**src/hw/rtl/ltl_tok_pkg.sv**
```systemverilog
package ltl_tok_pkg;

    // Token codes
    localparam logic [3:0] T_NEG   = 4'd0;
    localparam logic [3:0] T_IMPL  = 4'd1;
    localparam logic [3:0] T_EQU   = 4'd2;
    localparam logic [3:0] T_EVE   = 4'd3;
    localparam logic [3:0] T_AND   = 4'd4;
    localparam logic [3:0] T_OR    = 4'd5;
    localparam logic [3:0] T_ALW   = 4'd6;
    localparam logic [3:0] T_UNTIL = 4'd7;
    localparam logic [3:0] T_REL   = 4'd8;
    localparam logic [3:0] T_NEXT  = 4'd9;
    localparam logic [3:0] T_LPAR  = 4'd10;
    localparam logic [3:0] T_RPAR  = 4'd11;
    localparam logic [3:0] T_IDCH  = 4'd12;
    localparam logic [3:0] T_ERR   = 4'd13;
    localparam logic [3:0] T_END   = 4'd14;

    // Prefix state codes
    localparam logic [2:0] S_IDLE   = 3'd0;
    localparam logic [2:0] S_DASH   = 3'd1;
    localparam logic [2:0] S_LT     = 3'd2;
    localparam logic [2:0] S_LTDASH = 3'd3;
    localparam logic [2:0] S_AMP    = 3'd4;
    localparam logic [2:0] S_BAR    = 3'd5;
    localparam logic [2:0] S_LBR    = 3'd6;
    localparam logic [2:0] S_ID     = 3'd7;

    // Character codes
    localparam logic [7:0] C_NUL    = 8'h00;
    localparam logic [7:0] C_BANG   = 8'h21;
    localparam logic [7:0] C_HASH   = 8'h23;
    localparam logic [7:0] C_AMP    = 8'h26;
    localparam logic [7:0] C_LPAR   = 8'h28;
    localparam logic [7:0] C_RPAR   = 8'h29;
    localparam logic [7:0] C_DASH   = 8'h2D;
    localparam logic [7:0] C_LT     = 8'h3C;
    localparam logic [7:0] C_GT     = 8'h3E;
    localparam logic [7:0] C_U      = 8'h55;
    localparam logic [7:0] C_V      = 8'h56;
    localparam logic [7:0] C_X      = 8'h58;
    localparam logic [7:0] C_LBR    = 8'h5B;
    localparam logic [7:0] C_RBR    = 8'h5D;
    localparam logic [7:0] C_LBRACE = 8'h7B;
    localparam logic [7:0] C_BAR    = 8'h7C;
    localparam logic [7:0] C_RBRACE = 8'h7D;

    // Queue geometry
    localparam int QDEPTH = 4;
    localparam int QAW    = $clog2(QDEPTH);

    // One classified input character: up to three tokens in order
    typedef struct packed {
        logic [1:0]      cnt;
        logic [2:0][3:0] tok;
        logic [7:0]      idc;
    } job_t;

endpackage

```
**src/hw/rtl/ltl_operator_tokenizer_unit.sv**
```systemverilog
// An accepted character is queued; its first token word then enters the output register.
// One character per cycle while each gives at most one token and the output is not stalled;
// a multi-token character holds the output stage, and the four-entry queue absorbs it.
// Reset: rst_n is asynchronous, active low; it returns the prefix state to idle, empties
// the queue and drops any pending output word.
module ltl_operator_tokenizer_unit (
    input  logic       clk,
    input  logic       rst_n,
    input  logic       s_axis_tvalid,
    output logic       s_axis_tready,
    input  logic [7:0] s_axis_tdata,   // [7:0] ch
    output logic       m_axis_tvalid,
    input  logic       m_axis_tready,
    output logic [7:0] m_axis_tdata,   // [7:0] id_char
    output logic [3:0] m_axis_tuser,   // [3:0] token_code
    output logic       m_axis_tlast    // last token word of this character
);

    ltl_tok_pkg::job_t job;
    ltl_tok_pkg::job_t head;
    logic              job_valid;
    logic              accept;
    logic              pop;
    logic              q_empty;
    logic              q_full;

    // Accept a character whenever the queue has room; the front never stalls otherwise.
    assign s_axis_tready = !q_full;
    assign accept        = s_axis_tvalid && s_axis_tready;

    // Front: track the pending prefix and turn each character into up to three tokens.
    ltl_tok_front u_front (
        .clk       (clk),
        .rst_n     (rst_n),
        .ch        (s_axis_tdata),
        .accept    (accept),
        .job       (job),
        .job_valid (job_valid)
    );

    // Queue: hold classified characters so front and back stall independently.
    ltl_tok_queue u_queue (
        .clk       (clk),
        .rst_n     (rst_n),
        .push      (job_valid),
        .push_data (job),
        .pop       (pop),
        .head      (head),
        .empty     (q_empty),
        .full      (q_full)
    );

    // Back: emit head tokens one word per cycle unless stalled; advance on the last one.
    ltl_tok_back u_back (
        .clk     (clk),
        .rst_n   (rst_n),
        .head    (head),
        .empty   (q_empty),
        .pop     (pop),
        .m_valid (m_axis_tvalid),
        .m_ready (m_axis_tready),
        .m_code  (m_axis_tuser),
        .m_idc   (m_axis_tdata),
        .m_last  (m_axis_tlast)
    );

endmodule

```
**src/hw/rtl/ltl_tok_front.sv**
```systemverilog
module ltl_tok_front (
    input  logic                clk,
    input  logic                rst_n,
    input  logic [7:0]          ch,
    input  logic                accept,
    output ltl_tok_pkg::job_t   job,
    output logic                job_valid
);

    logic [2:0] state_reg;
    logic [2:0] state_next;

    // Classification of ch as seen from idle
    logic       fi_valid;
    logic [3:0] fi_code;
    logic [2:0] fi_state;

    always_comb
    begin
        fi_valid = 1'b1;
        fi_code  = ltl_tok_pkg::T_ERR;
        fi_state = ltl_tok_pkg::S_IDLE;
        case (ch)
            ltl_tok_pkg::C_BANG:   fi_code = ltl_tok_pkg::T_NEG;
            ltl_tok_pkg::C_U:      fi_code = ltl_tok_pkg::T_UNTIL;
            ltl_tok_pkg::C_V:      fi_code = ltl_tok_pkg::T_REL;
            ltl_tok_pkg::C_X:      fi_code = ltl_tok_pkg::T_NEXT;
            ltl_tok_pkg::C_LPAR:   fi_code = ltl_tok_pkg::T_LPAR;
            ltl_tok_pkg::C_RPAR:   fi_code = ltl_tok_pkg::T_RPAR;
            ltl_tok_pkg::C_DASH:
            begin
                fi_valid = 1'b0;
                fi_state = ltl_tok_pkg::S_DASH;
            end
            ltl_tok_pkg::C_LT:
            begin
                fi_valid = 1'b0;
                fi_state = ltl_tok_pkg::S_LT;
            end
            ltl_tok_pkg::C_AMP:
            begin
                fi_valid = 1'b0;
                fi_state = ltl_tok_pkg::S_AMP;
            end
            ltl_tok_pkg::C_BAR:
            begin
                fi_valid = 1'b0;
                fi_state = ltl_tok_pkg::S_BAR;
            end
            ltl_tok_pkg::C_LBR:
            begin
                fi_valid = 1'b0;
                fi_state = ltl_tok_pkg::S_LBR;
            end
            ltl_tok_pkg::C_LBRACE:
            begin
                fi_code  = ltl_tok_pkg::T_IDCH;
                fi_state = ltl_tok_pkg::S_ID;
            end
            ltl_tok_pkg::C_NUL,
            ltl_tok_pkg::C_HASH:   fi_code = ltl_tok_pkg::T_END;
            default:               fi_code = ltl_tok_pkg::T_ERR;
        endcase
    end

    // Second character of a two-character token
    logic [7:0] want;
    logic [3:0] pair_code;

    always_comb
    begin
        case (state_reg)
            ltl_tok_pkg::S_DASH:
            begin
                want      = ltl_tok_pkg::C_GT;
                pair_code = ltl_tok_pkg::T_IMPL;
            end
            ltl_tok_pkg::S_LT:
            begin
                want      = ltl_tok_pkg::C_GT;
                pair_code = ltl_tok_pkg::T_EVE;
            end
            ltl_tok_pkg::S_AMP:
            begin
                want      = ltl_tok_pkg::C_AMP;
                pair_code = ltl_tok_pkg::T_AND;
            end
            ltl_tok_pkg::S_BAR:
            begin
                want      = ltl_tok_pkg::C_BAR;
                pair_code = ltl_tok_pkg::T_OR;
            end
            default:
            begin
                want      = ltl_tok_pkg::C_RBR;
                pair_code = ltl_tok_pkg::T_ALW;
            end
        endcase
    end

    always_comb
    begin
        job.cnt    = 2'd0;
        job.tok    = '0;
        job.idc    = ch;
        state_next = ltl_tok_pkg::S_IDLE;
        case (state_reg)
            ltl_tok_pkg::S_IDLE:
            begin
                job.cnt    = {1'b0, fi_valid};
                job.tok[0] = fi_code;
                state_next = fi_state;
            end
            ltl_tok_pkg::S_LTDASH:
            begin
                if (ch == ltl_tok_pkg::C_GT)
                begin
                    job.cnt    = 2'd1;
                    job.tok[0] = ltl_tok_pkg::T_EQU;
                end
                else
                begin
                    // error for '<', error for '-', then ch from idle
                    job.cnt    = 2'd2 + {1'b0, fi_valid};
                    job.tok[0] = ltl_tok_pkg::T_ERR;
                    job.tok[1] = ltl_tok_pkg::T_ERR;
                    job.tok[2] = fi_code;
                    state_next = fi_state;
                end
            end
            ltl_tok_pkg::S_ID:
            begin
                if (ch == ltl_tok_pkg::C_NUL)
                begin
                    job.cnt    = 2'd2;
                    job.tok[0] = ltl_tok_pkg::T_ERR;
                    job.tok[1] = ltl_tok_pkg::T_END;
                end
                else
                begin
                    job.cnt    = 2'd1;
                    job.tok[0] = ltl_tok_pkg::T_IDCH;
                    state_next = (ch == ltl_tok_pkg::C_RBRACE) ? ltl_tok_pkg::S_IDLE
                                                               : ltl_tok_pkg::S_ID;
                end
            end
            default:
            begin
                if (state_reg == ltl_tok_pkg::S_LT && ch == ltl_tok_pkg::C_DASH)
                begin
                    state_next = ltl_tok_pkg::S_LTDASH;
                end
                else if (ch == want)
                begin
                    job.cnt    = 2'd1;
                    job.tok[0] = pair_code;
                end
                else
                begin
                    // error for the pending character, then ch from idle
                    job.cnt    = 2'd1 + {1'b0, fi_valid};
                    job.tok[0] = ltl_tok_pkg::T_ERR;
                    job.tok[1] = fi_code;
                    state_next = fi_state;
                end
            end
        endcase
    end

    assign job_valid = accept && (job.cnt != 2'd0);

    always_ff @(posedge clk or negedge rst_n)
    begin
        if (!rst_n)
        begin
            state_reg <= ltl_tok_pkg::S_IDLE;
        end
        else if (accept)
        begin
            state_reg <= state_next;
        end
    end

endmodule

```
**src/hw/rtl/ltl_tok_queue.sv**
```systemverilog
module ltl_tok_queue (
    input  logic                clk,
    input  logic                rst_n,
    input  logic                push,
    input  ltl_tok_pkg::job_t   push_data,
    input  logic                pop,
    output ltl_tok_pkg::job_t   head,
    output logic                empty,
    output logic                full
);

    ltl_tok_pkg::job_t             mem_reg [ltl_tok_pkg::QDEPTH];
    logic [ltl_tok_pkg::QAW-1:0]   wr_ptr_reg;
    logic [ltl_tok_pkg::QAW-1:0]   rd_ptr_reg;
    logic [ltl_tok_pkg::QAW:0]     count_reg;
    logic [ltl_tok_pkg::QAW:0]     count_next;

    assign empty = (count_reg == '0);
    assign full  = (count_reg == (ltl_tok_pkg::QAW+1)'(ltl_tok_pkg::QDEPTH));
    assign head  = mem_reg[rd_ptr_reg];

    always_comb
    begin
        count_next = count_reg;
        case ({push, pop})
            2'b10:   count_next = count_reg + 1'b1;
            2'b01:   count_next = count_reg - 1'b1;
            default: count_next = count_reg;
        endcase
    end

    always_ff @(posedge clk)
    begin
        if (push)
        begin
            mem_reg[wr_ptr_reg] <= push_data;
        end
    end

    always_ff @(posedge clk or negedge rst_n)
    begin
        if (!rst_n)
        begin
            wr_ptr_reg <= '0;
            rd_ptr_reg <= '0;
            count_reg  <= '0;
        end
        else
        begin
            if (push)
            begin
                wr_ptr_reg <= wr_ptr_reg + 1'b1;
            end
            if (pop)
            begin
                rd_ptr_reg <= rd_ptr_reg + 1'b1;
            end
            count_reg <= count_next;
        end
    end

endmodule

```
**src/hw/rtl/ltl_tok_back.sv**
```systemverilog
module ltl_tok_back (
    input  logic                clk,
    input  logic                rst_n,
    input  ltl_tok_pkg::job_t   head,
    input  logic                empty,
    output logic                pop,
    output logic                m_valid,
    input  logic                m_ready,
    output logic [3:0]          m_code,
    output logic [7:0]          m_idc,
    output logic                m_last
);

    logic       out_valid_reg;
    logic [3:0] out_code_reg;
    logic [7:0] out_idc_reg;
    logic       out_last_reg;
    logic [1:0] pos_reg;

    logic       load;
    logic       take;
    logic       is_last;
    logic [3:0] sel_code;

    assign load     = !out_valid_reg || m_ready;
    assign take     = load && !empty;
    assign is_last  = (pos_reg == head.cnt - 2'd1);
    assign sel_code = head.tok[pos_reg];
    assign pop      = take && is_last;

    always_ff @(posedge clk)
    begin
        if (take)
        begin
            out_code_reg <= sel_code;
            out_idc_reg  <= (sel_code == ltl_tok_pkg::T_IDCH) ? head.idc : 8'd0;
            out_last_reg <= is_last;
        end
    end

    always_ff @(posedge clk or negedge rst_n)
    begin
        if (!rst_n)
        begin
            out_valid_reg <= 1'b0;
            pos_reg       <= 2'd0;
        end
        else
        begin
            if (load)
            begin
                out_valid_reg <= !empty;
            end
            if (take)
            begin
                pos_reg <= is_last ? 2'd0 : pos_reg + 2'd1;
            end
        end
    end

    assign m_valid = out_valid_reg;
    assign m_code  = out_code_reg;
    assign m_idc   = out_idc_reg;
    assign m_last  = out_last_reg;

endmodule

```
**config.mk**
```make
export PLATFORM = sky130hd
export DESIGN_NAME = ltl_operator_tokenizer_unit
export DESIGN_NICKNAME = d
export VERILOG_FILES = /design/src/hw/rtl/ltl_tok_pkg.sv /design/src/hw/rtl/ltl_operator_tokenizer_unit.sv /design/src/hw/rtl/ltl_tok_front.sv /design/src/hw/rtl/ltl_tok_queue.sv /design/src/hw/rtl/ltl_tok_back.sv
export SDC_FILE = /design/constraint.sdc
export NUM_CORES = 1
export LEC_CHECK = 0
export BUFFER_PORTS_ARGS = -buffer_cell sky130_fd_sc_hd__buf_2
export CAP_MARGIN = 20
export CORE_MARGIN = 1
export CORE_UTILIZATION = 35
export CTS_CLUSTER_DIAMETER = 120
export DETAILED_ROUTE_END_ITERATION = 16
export GPL_TIMING_DRIVEN = 0
export SLEW_MARGIN = 25
export SYNTH_ARGS = -nofsm -noshare
export SYNTH_HDL_FRONTEND = slang
export SYNTH_SLANG_ARGS = --single-unit
export TNS_END_PERCENT = 100
```
**constraint.sdc**
```tcl
create_clock -name clk -period 3.32 [get_ports clk]
set_input_delay 0.332 -clock clk [delete_from_list [all_inputs] [get_ports clk]]
set_output_delay 0.332 -clock clk [all_outputs]
set_load 0.02 [all_outputs]
```
* Yosys cells after proc, flatten, opt, wreduce, memory -nomap -nowiden
Memories as Yosys holds them, arrays and structs flattened.
Index checks and enable logic that the tools add are counted.
** Word-level totals
- RAM bits :: 88
- Memories kept :: 1
- Output and inout port bits :: 15
- Register bits after elaboration :: 26
- Input bits :: 12
** Cells by class
- Equality and inequality tests :: 27
- Reduce and logical (&&, ||, !) cells :: 17
- $add $sub $neg :: 8
- Magnitude comparators :: 1
- Multiplexer cells :: 32
** Memories
- u_queue.mem_reg :: words 4, bits a word 22, rd ports 1, clocked after Yosys merged registers in 0, wr ports 1, line ltl_tok_queue.sv:12 : ltl_tok_pkg::job_t mem_reg [ltl_tok_pkg::QDEPTH];
** Operator list (count)
- $eq A8 B6 Y1 const B :: 8
- $eq A8 B7 Y1 const B :: 7
- $pmux W4 S8 :: 1
- $mux W4 :: 6
- $pmux W4 S3 :: 2
- $pmux W7 S3 :: 1
- $pmux W3 S6 :: 1
- $mux W8 :: 2
- $mux W3 :: 5
- $eq A3 B3 Y1 const B :: 4
- $pmux W3 S4 :: 1
- $mux W2 :: 5
- $pmux W3 S3 :: 1
- $bmux W4 S2 :: 1
- $eq A8 B7 Y1 :: 1
- $logic_not A8 Y1 :: 1
- $add A2 B1 Y2 const B :: 3
- $eq A3 B2 Y1 const B :: 2
- $logic_not A3 Y1 :: 2
- $pmux W2 S3 :: 1
- $pmux W3 S2 :: 1
- $logic_and A1 B1 Y1 :: 5
- $reduce_or A5 Y1 :: 1
- $eq A4 B4 Y1 const B :: 1
- other kinds (15) :: 22

* Logic depth before layout (Yosys ltp)
Gate-level depths: netlist (run 1).
- Depth in word-level cells :: 11
- Mapped depth :: 13
- Gate-level depth less buffers :: 12

* Modules after synthesis
Synthesis (run 1) repeated with hierarchy kept, for this count alone.
** Second synthesis, totals
- Cell total of the unflattened synthesis :: 376
- Area total of the unflattened synthesis :: 5494.0 um^2
** Modules (own cells, without submodules)
- ltl_tok_queue :: area an instance 3609.7 um^2, cells each 151, sequential area each 2817.7 um^2, instances 1
- ltl_tok_front :: area an instance 1059.8 um^2, cells each 160, sequential area each 75.1 um^2, instances 1
- ltl_tok_back :: area an instance 814.5 um^2, cells each 63, sequential area each 465.4 um^2, instances 1
- ltl_operator_tokenizer_unit :: area an instance 10.0 um^2, cells each 2, sequential area each 0.0 um^2, instances 1

* Worst setup path after synthesis (run 1)
Ideal clock, no wire load.
- Kind :: in2reg
- Start point :: input s_axis_tdata[4]
- End point :: register u_queue.count_reg[2] (netlist name)
- Buffers on the path :: 1
- Stages on the path :: 12
- Slack :: 0.274 ns
- Required time :: 3.241 ns
- Data arrival time :: 2.967 ns
- Path through :: buf_2 -> or4b_4 -> or4_1 -> o211ai_2 -> o221ai_2 -> a22oi_4 -> ha_1 -> inv_1 -> fa_1 -> xor2_1 -> nor2_1 -> xor2_1
** On the way
- Cells in the longest elaborated chain, start to end :: 11
- Elaborated cells between the ends (all ways) :: 24
- Those cells by class :: add/sub: 2; eq/ne: 9; mux: 7; reduce/logical: 6
** RTL lines
- from (decl) :: line ltl_operator_tokenizer_unit.sv:11 : input logic [7:0] s_axis_tdata,
- $eq A8 B6 Y1, or another cell as far along :: line ltl_tok_front.sv:23 : case (ch)
- $reduce_or A5 Y1 (no line)
- $mux W1 :: line ltl_tok_front.sv:23
- $add A1 B1 Y2 :: line ltl_tok_front.sv:161 : job.cnt = 2'd1 + {1'b0, fi_valid};
- $mux W2 :: line ltl_tok_front.sv:153 : else if (ch == want)
- $mux W2 :: line ltl_tok_front.sv:149 : if (state_reg == ltl_tok_pkg::S_LT && ch == ltl_tok_pkg::C_DASH)
- $pmux W2 S3 * :: line ltl_tok_front.sv:107 : case (state_reg)
- $reduce_bool A2 Y1 * :: line ltl_tok_front.sv:170 : assign job_valid = accept && (job.cnt != 2'd0);
- $logic_and A1 B1 Y1 * :: line ltl_tok_front.sv:170
- $eq A2 B1 Y1 or $eq A2 B2 Y1 (tied branches) :: line ltl_tok_queue.sv:25 : case ({push, pop})
- $pmux W3 S2 or $reduce_bool A2 Y1 (tied branches)
- to (signal assigned) :: line ltl_tok_queue.sv:58 : count_reg <= count_next;
- to (decl) :: line ltl_tok_queue.sv:15 : logic [ltl_tok_pkg::QAW:0] count_reg;
Mark *: on every way between the ends. The rest lies on a longest branch, timed or not.
A chain may end at the register's enable or synchronous reset.

* Worst setup path after layout (run 1)
- Start point :: input s_axis_tdata[6]
- End point :: register u_queue.count_reg[2] (netlist name)
The elaborated chain is that of the path after synthesis.

==> results of run 1 <==
[through the flow]
step           cells  utilization, %  setup slack (ps)  instance area (µm²)  power, W
3_5_place_dp     564           38.64            -151.9                 5594  0.004247
3_3_place_gp     563           38.33            -234.5                 5550  0.004163
5_1_grt          596           42.76             39.21                 6191  0.006292
6_report         596           42.76             260.0                 6191  0.005977
2_1_floorplan    353               -             273.8                 5190  0.003660
4_1_cts          596           42.66             175.4                 6177  0.006021
[cell usage after synthesis (2+ instances only)]
library cell  instances  area (µm²)
a21oi_1              10       50.05
edfxtp_1            101        3033
nor2_1               27       101.4
nor2b_1               9       56.30
nand4b_1              2       17.52
inv_1                16       60.06
nand2b_1              9       56.30
or3b_2                2       17.52
o31ai_1               2       15.01
o22ai_1               7       43.79
o21ai_0              17       85.08
buf_1                 2       7.510
or4_1                 2       15.01
ha_1                  5       62.56
and2_1                2       12.51
clkbuf_1             12       45.04
nand3b_1              2       15.01
mux2i_1               8       80.08
xor2_1                4       35.03
xnor2_1               6       52.55
dfrtp_1              13       325.3
o21a_1                3       22.52
or3_1                 3       18.77
mux4_2               22       495.5
and2b_1               4       30.03
a211oi_1              2       15.01
o211ai_1              4       30.03
or2_2                 2       12.51
buf_2                 7       35.03
nor3_1                8       40.04
a31oi_1               3       18.77
nand3_1               4       20.02
nand2_1              14       52.55
[path summary, 6_finish.rpt]
kind                                                        from                          endpoint  slack (ps)
worst max register to register  u_front.state_reg[0]$_DFFE_PN0P_  u_queue.count_reg[2]$_DFFE_PN0P_         290
worst min-delay path                               m_axis_tready        u_back.m_valid$_DFFE_PN0P_         140
worst min register to register  u_queue.count_reg[2]$_DFFE_PN0P_  u_queue.count_reg[2]$_DFFE_PN0P_         490
worst max-delay path                             s_axis_tdata[6]  u_queue.count_reg[2]$_DFFE_PN0P_         260
min in group asynchronous                                  rst_n  u_front.state_reg[0]$_DFFE_PN0P_         360
max in group asynchronous                                  rst_n        u_back.m_valid$_DFFE_PN0P_        2700
[kinds of logic (layout without fill, tap and decap cells)]
| kind of cell | after synthesis | after routing |
|---|---|---|
| buf+inv | 37 | 96 |
| fa+ha+maj | 6 | 6 |
| flops | 114 | 114 |
| xor+xnor | 10 | 10 |
| compound gates | 59 | 59 |
| mux | 31 | 31 |
| simple gates | 96 | 96 |
[critical path, cell delays in order]
cell and delay (ps):
buf_2 160, or2_2 320, or4_1 550, buf_2 180
o21ai_0 330, a21oi_1 160, a22oi_4 280, ha_1 230
inv_1 60, fa_1 370, xor2_1 150, nor2_1 110
xor2_1 150
[metal layers]
layer / share of wire [%] / vias to the layer above / GRT usage, %
met5: 0 / - / 0
met4: 2.0 / 0 / 7.605
met3: 2.7 / 13 / 3.571
met2: 50 / 57 / 25.66
met1: 45 / 1575 / 19.37
li1: - / 1453 / -
[final cells by class]
class,count,area (µm²)
fill,1320,8288
sequential,114,3358
multi-input combinational,202,1707
clock buffer,18,429.2
tap,184,230.2
timing repair buffer,29,178.9
clock inverter,13,143.9
buffer,20,83.83
inverter,16,60.06
[power by group]
group / switching [W] / internal (W) / total (W)
Combinational: 0.00117 / 0.000797 / 0.00197
Clock: 0.000598 / 0.00116 / 0.00176
Sequential: 0.000118 / 0.00213 / 0.00225
[cells in the final DEF, fill, tap and decap left out, types with 2 or more instances in the layout]
cell       netlist  layout
o211ai_1         4       4
clkbuf_1        12      12
o31ai_1          2       2
xor2_1           4       4
nand2b_1         9       9
or3_1            3       3
nand3b_1         2       2
ha_1             5       5
a21oi_1         10       9
nand2_1         14      14
o21ai_0         17      17
or4_1            2       2
or2_2            2       2
a31oi_1          3       3
and2_1           2       2
a211oi_1         2       2
clkinv_2         0       6
mux2i_1          8       8
or3b_2           2       2
clkinv_1         0       2
clkbuf_16        0      17
dfrtp_1         13      13
bufinv_16        0       3
o21a_1           3       3
o22ai_1          7       6
nor2b_1          9       9
nand3_1          4       4
buf_2            7      33
buf_1            2       2
nor3_1           8       8
nor2_1          27      27
nand4b_1         2       2
and2b_2          0       4
edfxtp_1       101     101
xnor2_1          6       6
inv_1           16      16
mux4_2          22      22
[timing repair]
| item | CTS | global route |
|---|---|---|
| resized for setup | 0 | 1 |
| hold endpoints to repair | 13 | 0 |
| hold buffers | 1 | 0 |
| setup endpoints to repair | 0 | 1 |
==> flow_metrics.env, run 1 <==
export IMPL_cp_required_ps=3650
export IMPL_antenna_found_initial=0
export IMPL_drtIter0Drc=262
export IMPL_hold_slack_ps=135.7
export IMPL_syn_nets=371
export IMPL_clock_sinks=114
export IMPL_grt_pass1_vias=3219
export IMPL_numCtsBuffers=17
export IMPL_rows=44
export IMPL_clk_latency_ps=410
export IMPL_p_per_area_mw_per_mm2=965.4
export IMPL_synth_mux_area_share_pct=11.38
export IMPL_tritoncts="yes"
export IMPL_floorplan_initialDensity_pct=35.85
export IMPL_drv_slew=0
export IMPL_cts_setup_buffers=0
export IMPL_hp_class="input port to flop"
export IMPL_io_pins=27
export IMPL_die_x_um=123.8
export IMPL_avgSynthCellArea_um2=14.70
export IMPL_synth_edf_count=101
export IMPL_place_gp_congestion=0.9048
export IMPL_largest_reg_flops=88
export IMPL_maxCapViolations=0
export IMPL_ant_nets=0
export IMPL_clockRootBuffer="clkbuf_16"
export IMPL_worstSetupEndpointType="flop"
export IMPL_yosys_warnings=0
export IMPL_cp_data_arrival_time_ps=3390
export IMPL_max_slew_worst_pin_slew_ps=669.9
export IMPL_clock_path_buffers=2
export IMPL_place_port_buffers=26
export IMPL_async_reset_ff_share_pct=11.40
export IMPL_hpwl_um=6967
export IMPL_dieArea_mm2=0.01532
export IMPL_cp_max_fo=11
export IMPL_dr_pass1_iters=4
export IMPL_ys_seq_elements=114
export IMPL_grt_use_total_pct=15.60
export IMPL_netlist_area_mm2=0.005190
export IMPL_grt_pass1_wl_um=16990
export IMPL_finClkSkew_ps=8.406
export IMPL_hold_viol_final=0
export IMPL_path_class="input port to flop"
export IMPL_synth_top_family_by_area="multiplexers"
export IMPL_htreeDepth=4
export IMPL_die_h_um=123.8
export IMPL_viasPerCell=5.198
export IMPL_avgRoutedWirePerCell_um=17.94
export IMPL_synth_xor_area_share_pct=1.688
export IMPL_synthAdderAreaFrac_pct=1.591
export IMPL_grt_remaining_overflow=0
export IMPL_postRouteWirelength_um=10700
export IMPL_hold_depth=2
export IMPL_num_antenna_cells=0
export IMPL_synth_simple_gate_area_share_pct=10.10
export IMPL_p_leak_nw=2.172
export IMPL_max_freq_mhz=326.8
export IMPL_ir_worst_vdd_mv=0.4105
export IMPL_status="finished clean"
export IMPL_rsz0062_at_grt="false"
export IMPL_synthCells=353
export IMPL_path_clk_slew_ps=50
export IMPL_synth_compound_area_share_pct=7.690
export IMPL_drive_gt1_share_pct=24.51
export IMPL_setup_tns_final_ps=0
export IMPL_post_route_period_util_pct=92.17
export IMPL_route_detailed_drc=0
export IMPL_slew_headroom_pct=55.34
export IMPL_synth_flop_cell="edfxtp_1"
export IMPL_period_minus_slack_ps=3060
export IMPL_grt_max_degree=23
export IMPL_nNetsFinal=418
export IMPL_ys_seq_area_share_pct=64.71
export IMPL_critPathLaunchType="input port"
export IMPL_finalSetupViolCount=0
export IMPL_area_delta_synth_final_pct=19.29
export IMPL_num_vias=3098
export IMPL_coreArea_mm2=0.01448
export IMPL_rr_worst_depth=13
export IMPL_ys_types=52
Power figures use the tool's default switching activity.
==> run 2: changes to the inputs <==
==> constraint.sdc (replaced) <==
create_clock -name clk -period 3.6 [get_ports clk]
set_input_delay 0.36 -clock clk [delete_from_list [all_inputs] [get_ports clk]]
set_output_delay 0.36 -clock clk [all_outputs]
set_load 0.02 [all_outputs]
==> flow_metrics.env, run 2 (same netlist as run 1, synthesis figures left out) <==
export IMPL_status="finished clean"
export IMPL_hold_viol_final=0
export IMPL_postRouteWirelength_um=10710
export IMPL_area_delta_synth_final_pct=19.24
export IMPL_clock_path_buffers=2
export IMPL_drv_slew=0
export IMPL_viasPerCell=5.193
export IMPL_post_cts_resized=0
export IMPL_rr_worst_depth=12
export IMPL_final_util_pct=42.74
export IMPL_antenna_found_initial=0
export IMPL_nNetsFinal=419
export IMPL_tritoncts="yes"
export IMPL_r2r_end="u_queue.count_reg[2]$_DFFE_PN0P_"
export IMPL_hold_slack_ps=160.6
export IMPL_switchingPower_w=0.001735
export IMPL_slew_headroom_pct=55.17
export IMPL_num_antenna_cells=0
export IMPL_die_x_um=123.8
export IMPL_ir_worst_vdd_mv=0.3804
export IMPL_floorplan_initialDensity_pct=35.85
export IMPL_path_class="input port to flop"
export IMPL_power_frac_seq_pct=37.7
export IMPL_r2r_slack_ps=510
export IMPL_max_freq_mhz=318.5
export IMPL_drtIter0Drc=256
export IMPL_hold_depth=2
export IMPL_place_port_buffers=26
export IMPL_finalWorstSetupSlack_ps=460.5
export IMPL_dr_pass1_iters=5
export IMPL_hpwl_um=6967
export IMPL_finClkSkew_ps=8.425
export IMPL_clock_sinks=114
export IMPL_route_detailed_drc=0
export IMPL_htreeDepth=4
export IMPL_hp_class="input port to flop"
export IMPL_coreArea_mm2=0.01448
export IMPL_max_slew_worst_pin_slew_ps=672.5
export IMPL_rsz0062_at_grt="false"
export IMPL_grt_max_degree=23
export IMPL_grt_pass1_wl_um=16990
export IMPL_worstSetupEndpointType="flop"
export IMPL_place_ws_ps=100.1
export IMPL_clockRootBuffer="clkbuf_16"
export IMPL_clockPowerShare_pct=29.5
export IMPL_place_gp_congestion=0.9048
export IMPL_p_leak_nw=2.172
export IMPL_numCtsBuffers=17
export IMPL_grt_use_total_pct=15.60
export IMPL_num_vias=3100
export IMPL_num_fill_cells=1324
export IMPL_grt_remaining_overflow=0
export IMPL_rows=44
export IMPL_cp_required_ps=3930
export IMPL_cp_data_arrival_time_ps=3470
export IMPL_maxCapViolations=0
export IMPL_avgRoutedWirePerCell_um=17.95
export IMPL_drive_gt1_share_pct=24.21
export IMPL_post_route_period_util_pct=87.21
export IMPL_path_clk_slew_ps=50
export IMPL_ant_nets=0
export IMPL_cp_max_fo=8
export IMPL_finalSetupViolCount=0
export IMPL_clk_latency_ps=410
export IMPL_largest_reg_flops=88
export IMPL_critPathLaunchType="input port"
export IMPL_internal_power_w=0.003763
export IMPL_final_common_cell="edfxtp_1"
export IMPL_setup_tns_final_ps=0
export IMPL_regToRegStartpoint="u_queue.rd_ptr_reg[0]$_DFFE_PN0P_"
export IMPL_layout_common_cells="101 x edfxtp_1, 33 x buf_2, 27 x nor2_1"
export IMPL_period_minus_slack_ps=3140
export IMPL_swShare_pct=31.55
export IMPL_p_per_area_mw_per_mm2=888.4
export IMPL_die_h_um=123.8
export IMPL_dieArea_mm2=0.01532
export IMPL_hp_start="m_axis_tready"
export IMPL_p_comb_share_pct=32.8
export IMPL_io_pins=27
export IMPL_grt_pass1_vias=3219
export IMPL_min_to="u_back.m_valid$_DFFE_PN0P_"
run 2: layout make-up:
cell class                 count  area [µm²]  share of cell area (%)
buffer                        21       87.58                   1.415
clock buffer                  18       429.2                   6.935
clock inverter                13       143.9                   2.325
inverter                      16       60.06                  0.9705
multi-input combinational    202        1700                   27.48
sequential                   114        3358                   54.27
tap                          184       230.2                   3.720
timing repair buffer          29       178.9                   2.891
run 2: through the flow:
stage          instance area [µm²]  std cells  power (W)
3_3_place_gp                  5550        563   0.003839
4_1_cts                       6177        596   0.005553
6_report                      6188        597   0.005498
3_5_place_dp                  5594        564   0.003917
5_1_grt                       6188        597   0.005793
2_1_floorplan                 5190        353   0.003375
run 2: power by group through the flow:
stage / registers [W] / logic [W] / clock network, W
finish: 0.00207 / 0.00180 / 0.00162
global route: 0.00211 / 0.00198 / 0.00170
CTS: 0.00208 / 0.00182 / 0.00165
detailed placement: 0.00210 / 0.00181 / 0
global placement: 0.00209 / 0.00175 / 0
floorplan: 0.00216 / 0.00122 / 0
run 2: metal layers:
metal	global-route usage [%]	up-vias	wire [µm]
met2	25.66	78	5351
met3	3.571	17	490
met1	19.37	1550	4609
li1	-	1455	-
met5	0	-	0
met4	7.605	0	262
run 2: repair_timing:
action | in CTS | in global routing
hold buffers | 1 | 0
setup endpoints to repair | 0 | 0
hold endpoints to repair | 13 | 0
buffers inserted | 0 | 0
run 2: critical path, stage by stage:
cell,delay [ps]
buf_2,120
clkbuf_1,340
nand2_1,180
or4_1,440
buf_2,180
o21ai_0,330
a21oi_1,160
a22oi_4,280
ha_1,230
inv_1,60
fa_1,370
xor2_1,150
nor2_1,110
xor2_1,150
run 2: how the worst max path moves through the flow:
stage,startpoint,endpoint,slack [ps],cells past startpoint
2_1_floorplan,s_axis_tdata[4],u_queue.count_reg[2]$_DFFE_PN0P_,530,12
3_3_place_gp,m_axis_tready,u_queue.count_reg[2]$_DFFE_PN0P_,30,10
3_5_place_dp,s_axis_tdata[3],u_queue.count_reg[2]$_DFFE_PN0P_,100,14
4_1_cts,u_queue.rd_ptr_reg[0]$_DFFE_PN0P_,u_queue.count_reg[2]$_DFFE_PN0P_,460,12
5_1_grt,s_axis_tdata[3],u_queue.count_reg[2]$_DFFE_PN0P_,200,14
6_report,s_axis_tdata[3],u_queue.count_reg[2]$_DFFE_PN0P_,460,14
==> run 3: changes to the inputs <==
--- a/config.mk
+++ b/config.mk
@@ -5,13 +5,14 @@
 export SDC_FILE = /design/constraint.sdc
 export NUM_CORES = 1
 export LEC_CHECK = 0
-export BUFFER_PORTS_ARGS = -buffer_cell sky130_fd_sc_hd__buf_2
+export BUFFER_PORTS_ARGS = -buffer_cell sky130_fd_sc_hd__buf_4
 export CAP_MARGIN = 20
 export CORE_MARGIN = 1
 export CORE_UTILIZATION = 35
 export CTS_CLUSTER_DIAMETER = 120
 export DETAILED_ROUTE_END_ITERATION = 16
 export GPL_TIMING_DRIVEN = 0
+export RECOVER_POWER = 50
 export SLEW_MARGIN = 25
 export SYNTH_ARGS = -nofsm -noshare
 export SYNTH_HDL_FRONTEND = slang
==> flow_metrics.env, run 3 (same netlist as run 1, synthesis figures left out) <==
export IMPL_p_leak_nw=2.093
export IMPL_die_h_um=123.8
export IMPL_rows=44
export IMPL_ir_worst_vdd_mv=0.3510
export IMPL_maxCapViolations=0
export IMPL_grt_remaining_overflow=0
export IMPL_cts_setup_buffers=0
export IMPL_hp_class="input port to flop"
export IMPL_dr_pass1_iters=6
export IMPL_clock_path_buffers=2
export IMPL_io_pins=27
export IMPL_place_port_buffers=26
export IMPL_path_class="flop to flop"
export IMPL_hpwl_um=6965
export IMPL_worst_path_largest_cell_delay_ps=730
export IMPL_clock_sinks=114
export IMPL_hold_viol_final=0
export IMPL_status="finished clean"
export IMPL_p_per_area_mw_per_mm2=892.4
export IMPL_rr_worst_depth=8
export IMPL_clk_latency_ps=410
export IMPL_cp_required_ps=3670
export IMPL_final_common_cell="edfxtp_1"
export IMPL_cts_hold_buf=1
export IMPL_die_x_um=123.8
export IMPL_post_cts_resized=0
export IMPL_grt_pass1_vias=3253
export IMPL_slowest_stage="nor4_1"
export IMPL_setup_tns_final_ps=0
export IMPL_worstSetupEndpointType="flop"
export IMPL_fin_area_mm2=0.006147
export IMPL_floorplan_initialDensity_pct=35.85
export IMPL_place_gp_congestion=0.9311
export IMPL_drv_slew=0
export IMPL_area_delta_synth_final_pct=18.44
export IMPL_cp_top_family="simple AND/OR/NAND/NOR gates"
export IMPL_nNetsFinal=417
export IMPL_largest_reg_flops=88
export IMPL_hold_depth=2
export IMPL_period_minus_slack_ps=3260
export IMPL_finalSetupViolCount=0
export IMPL_max_freq_mhz=306.7
export IMPL_num_vias=3114
export IMPL_post_route_period_util_pct=90.56
export IMPL_dieArea_mm2=0.01532
export IMPL_postRouteWirelength_um=10580
export IMPL_ant_nets=0
export IMPL_crit_chain="clkbuf_1 -> or3_1 -> a211oi_1 -> a211oi_1 -> nor4_1 -> or3_1 -> clkbuf_1 -> o21ai_0"
export IMPL_cp_max_fo=8
export IMPL_slew_headroom_pct=45.28
export IMPL_clockRootBuffer="clkbuf_16"
export IMPL_critical_path_buf_inv_count=2
export IMPL_rsz0062_at_grt="false"
export IMPL_cp_num_cells=8
export IMPL_cp_data_arrival_time_ps=3330
export IMPL_num_antenna_cells=0
export IMPL_critPathLaunchType="flop"
export IMPL_grt_max_degree=23
export IMPL_grt_pass1_wl_um=17360
export IMPL_coreArea_mm2=0.01448
export IMPL_max_slew_worst_pin_slew_ps=813.3
export IMPL_route_detailed_drc=0
export IMPL_drive_gt1_share_pct=17.23
export IMPL_num_fill_cells=1341
export IMPL_avgRoutedWirePerCell_um=17.76
export IMPL_layout_common_cells="101 x edfxtp_1, 39 x clkbuf_1, 27 x nor2_1"
export IMPL_drtIter0Drc=239
export IMPL_path_clk_slew_ps=50
export IMPL_antenna_found_initial=0
export IMPL_htreeDepth=4
export IMPL_tritoncts="yes"
export IMPL_numCtsBuffers=17
export IMPL_viasPerCell=5.225
export IMPL_grt_use_total_pct=15.86
export IMPL_dpl_cell_area_mm2=0.005632
export IMPL_finClkSkew_ps=9.302
## run 3: cell count changes in the layout (fill, tap and decap cells not counted), sizes merged
cell,before,now
clkbuf,30,57
clkinv,9,8
buf,37,9
bufinv,3,4
## run 3: worst paths after layout
path | start | end | slack [ps]
max | u_front.state_reg[2]$_DFFE_PN0P_ | u_queue.mem_reg[1][12]$_DFFE_PP_ | 340
min | m_axis_tready | u_back.m_valid$_DFFE_PN0P_ | 150
max reg2reg | u_front.state_reg[2]$_DFFE_PN0P_ | u_queue.mem_reg[1][12]$_DFFE_PP_ | 340
min reg2reg | u_queue.count_reg[2]$_DFFE_PN0P_ | u_queue.count_reg[2]$_DFFE_PN0P_ | 500
max in group asynchronous | rst_n | u_front.state_reg[0]$_DFFE_PN0P_ | 2560
min in group asynchronous | rst_n | u_queue.count_reg[1]$_DFFE_PN0P_ | 550
## run 3: power breakdown
group	internal [W]	switching, W
Clock	0.00114	0.000538
Combinational	0.000677	0.00105
Sequential	0.00197	0.000109
Total	0.00378	0.00170
## run 3: area by class of cell
type / instances / area [µm²] / share of cell area [%]
Inverter: 16 / 60.06 / 0.9770
Buffer: 21 / 86.33 / 1.404
Tap cell: 184 / 230.2 / 3.745
Multi-Input combinational cell: 202 / 1694 / 27.56
Sequential cell: 114 / 3358 / 54.63
Timing Repair Buffer: 27 / 118.9 / 1.934
Clock inverter: 13 / 166.4 / 2.707
Clock buffer: 19 / 432.9 / 7.043
## run 3: worst register-to-register path: stages, from the launching register on
cell,delay (ps)
dfrtp_1,350
clkbuf_1,190
or3_1,490
a211oi_1,270
a211oi_1,80
nor4_1,730
or3_1,220
clkbuf_1,290
o21ai_0,300
## run 3: per-stage QoR
step / utilization [%] / power [W] / hold WS [ps] / instances / setup slack, ps
after floorplan: - / 0.003375 / 64.41 / 353 / 525.8
after global placement: 38.78 / 0.003881 / 225.9 / 563 / 147.0
after detailed placement: 38.90 / 0.003936 / 224.7 / 563 / 117.2
after CTS: 43.10 / 0.005626 / 136.0 / 596 / 484.1
after global routing: 42.46 / 0.005802 / 162.7 / 596 / 112.1
final: 42.46 / 0.005485 / 151.6 / 596 / 340.0
## run 3: routing by layer
metal / GRT usage (%) / wire length (µm) / vias to the layer above
met5: 0 / 0 / -
met4: 7.380 / 218 / 0
met3: 4.029 / 415 / 15
met2: 25.69 / 5161 / 68
met1: 19.90 / 4786 / 1587
li1: - / - / 1444
